### config.mk
export PLATFORM = sky130hd
export DESIGN_NAME = toms_ram
export DESIGN_NICKNAME = d
export VERILOG_FILES = /design/src/total_order_multicast_sequencer_unit_assert.svh /design/src/toms_ram.sv
export SDC_FILE = /design/constraint.sdc
export NUM_CORES = 1
export LEC_CHECK = 0
export BUFFER_PORTS_ARGS = -buffer_cell sky130_fd_sc_hd__buf_2
export CAP_MARGIN = 20
export CORE_MARGIN = 10
export CORE_UTILIZATION = 30
export CTS_CLUSTER_SIZE = 40
export DETAILED_ROUTE_END_ITERATION = 6
export GPL_ROUTABILITY_DRIVEN = 0
export PLACE_DENSITY_LB_ADDON = 0.12
export SLEW_MARGIN = 20
export SYNTH_ARGS = -nofsm -noshare
export SYNTH_HDL_FRONTEND = slang
export SYNTH_SLANG_ARGS = --single-unit
export TNS_END_PERCENT = 5
### constraint.sdc
create_clock -name i_clk -period 5.3 [get_ports i_clk]
set_input_delay 0.795 -clock i_clk [delete_from_list [all_inputs] [get_ports i_clk]]
set_output_delay 0.795 -clock i_clk [all_outputs]
set_load 0.02 [all_outputs]
### src/total_order_multicast_sequencer_unit_assert.svh
// Assertion macros shared by the sequencer RTL.
`ifndef TOTAL_ORDER_MULTICAST_SEQUENCER_UNIT_ASSERT_SVH
`define TOTAL_ORDER_MULTICAST_SEQUENCER_UNIT_ASSERT_SVH

// Property that must hold at every clock edge out of reset.
`define TOMS_ASSERT(label, prop, msg) \
    label: assert property (@(posedge i_clk) disable iff (!i_rst_n) (prop)) else $error(msg);

// Implication checked at every clock edge out of reset.
`define TOMS_ASSERT_IMP(label, ante, cons, msg) \
    label: assert property (@(posedge i_clk) disable iff (!i_rst_n) (ante) |-> (cons)) \
        else $error(msg);

`endif

### src/toms_ram.sv
module toms_ram #(
    parameter int WIDTH = 8,
    parameter int DEPTH = 16
) (
    input  logic                     i_clk,
    input  logic                     i_we,
    input  logic [$clog2(DEPTH)-1:0] i_waddr,
    input  logic [WIDTH-1:0]         i_wdata,
    input  logic [$clog2(DEPTH)-1:0] i_raddr,
    output logic [WIDTH-1:0]         o_rdata
);

    logic [WIDTH-1:0] r_mem [DEPTH];

    // write port and registered read port
    always_ff @(posedge i_clk) begin
        if (i_we) begin
            r_mem[i_waddr] <= i_wdata;
        end
        o_rdata <= r_mem[i_raddr];
    end

endmodule
==> results.yml <==
global_routing:
  antenna_found_initial: 0
  grt_pass1_wl_um: 16400
  overflow: 0
  grt_pass1_vias: 2534
  grtUsageTotal_pct: 10.2
  grt_max_degree: 33
cts:
  clock_latency_ns: 0.41
  cts_resized: 0
  cts_tree: "built"
  htree_num_levels: 4
  clk_path_buf_depth: 2
  root_buffer: "clkbuf_16"
  post_cts_buffers: 0
  numCtsBuffers: 17
  cts_sinks: 136
  path_clk_slew_ns: 0.05
  holdBufCountCts: 0
sta:
  min_period_ns: 2.40
  setup_violations: 0
  finalSetupTns_ns: 0
  drv_slew: 0
  worst_pin_slew_ns: 0.991
  max-slew-margin-rel_pct: 33.7
  fin_skew_ns: 0.00390
  fmax_mhz: 417
  rsz0062_at_grt: "no"
  period_share_pct: 45.3
  hold_violations: 0
logic_synthesis:
  synth_cells: 229
  synth_seq_cells: 136
  yosysWarnings: 0
  syn-cell-area_um2: 5150
  synth_nets: 247
  yosys.area.top_type: "edfxtp_1"
  synth_cell_types: 19
  synth_edf_count: 128
  synth.yosys.seq_area_share_pct: 77.8
  synth-async-reset-ratio_pct: 0
  synth_area_per_cell_um2: 22.5
  yosys.area.top_type_share_pct: 74.7
  synth_ff_type: "edfxtp_1"
  synth_area_leaders: "edfxtp_1, mux4_2, mux4_1"
route:
  via_per_inst: 4.69
  drt_first_pass_iters: 6
  wl_met2_um: 5450
  ant_nets: 0
  drt_first_iter_violations: 197
  post_drt_wl_per_cell_um: 21.7
  drt-met1-wl_um: 4810
  drc: 0
  wl_met3_um: 417
  dr.max_layer_used: "met4"
  routed_wl_um: 10900
  vias: 2349
die:
  coreArea_um2: 16700
  ioPinCount: 26
  fp.dieW_um: 151
  start_util_pct: 30.8
  die_h_um: 151
  std_cell_rows: 47
  dieArea_um2: 22800
setup_path:
  path_cells: "buf_2, buf_4, mux4_1, a22oi_1, nand2_1"
  worstPathRequired_ns: 5.59
  path_max_fanout: 18
  end_kind: "flop"
  cp-start-kind: "input pin"
  worst_path_largest_cell_delay_ns: 0.60
  critical-path-slowest-cell: "mux4_1"
  worst_ep_arrival_time_ns: 2.69
  crit_type: "input pin to flop"
final_layout:
  fin_util_pct: 36.2
  finalInstanceArea_um2: 6040
  diodes: 0
  final_common_cell: "edfxtp_1"
  final_cell_mix: "edfxtp_1, buf_2, mux4_2"
  drive_above_1_share_pct: 26.3
  area_delta_synth_final_pct: 17.4
  layout.nets: 286
power_and_ir_drop:
  vdd_ir_drop_max_mv: 0.227
  p_leak_uw: 0.00199
  powerDensity_nw_per_um2: 398
placement:
  dp_hpwl_um: 7060
  port_buffers: 25
  postPlaceCellArea_um2: 5500
run_status:
  run_status: "completed"
run:
  max_cap_violations: 0
worst_hold_path:
  holdCritPathClass: "flop to flop"
[per-layer routing]
layer	GRT usage [%]	vias to the layer above
li1	-	1050
met1	12.8	1231
met2	16.2	56
met3	2.71	12
met4	5.05	0
met5	0	-
[registers in the layout, indices dropped and copies added (netlist names)]
name / flops
o_rdata: 8
r_mem: 128
[final timing paths]
kind / slack [ns] / endpoint / cells after the start / start
min: 0.67 / o_rdata[6] / 3 / r_mem[14][6]
max: 2.90 / o_rdata[2] / 5 / i_raddr[0]
min reg2reg: 0.67 / o_rdata[6] / 3 / r_mem[14][6]
max reg2reg: 3.93 / o_rdata[2] / 3 / r_mem[5][2]
[area by class of cell]
cell class / count / area (µm²)
Multi-Input combinational cell: 83 / 1060
Timing Repair Buffer: 30 / 163
Fill cell: 1583 / 10700
Clock buffer: 19 / 433
Clock inverter: 13 / 111
Tap cell: 220 / 275
Sequential cell: 136 / 4000
[Yosys cell counts (all sizes together) (2+ instances only)]
cell,n
edfxtp,128
mux4,32
a22oi,16
nor2,13
nand2,9
dfxtp,8
buf,7
nor3,4
clkdlybuf4s25,3
nand2b,2
nand3b,2
[report_power, final]
part,internal [µW],switching (µW)
sequential,1200,6.39
clock,678,406
combinational,43.8,71.2
[logic make-up (layout without fill, tap and decap cells)]
family	count (synthesis)	after routing	share of synthesized area (%)
flip-flops	136	136	77.8
AND/OR/NAND/NOR	35	35	3.18
multiplexers	32	32	15.0
AO/OA/AOI/OAI	16	16	2.33
buffers and inverters	10	62	1.68
[through the flow]
stage	setup WS (ns)	power [µW]	hold slack (ns)	std cells
2_1_floorplan	3.01	1300	0.629	229
3_3_place_gp	2.38	1350	0.660	469
3_5_place_dp	2.39	1350	0.667	469
4_1_cts	2.83	2440	0.681	501
5_1_grt	2.75	2500	0.694	501
6_report	2.90	2410	0.672	501
[worst max-delay path: cells and delay by family]
| kind | cells | cell delay, ns |
|---|---|---|
| buffers and inverters | 2 | 0.87 |
| multiplexers | 1 | 0.60 |
| AO/OA/AOI/OAI | 1 | 0.32 |
| AND/OR/NAND/NOR | 1 | 0.09 |
Note: power is estimated with default switching activity, not from simulation.
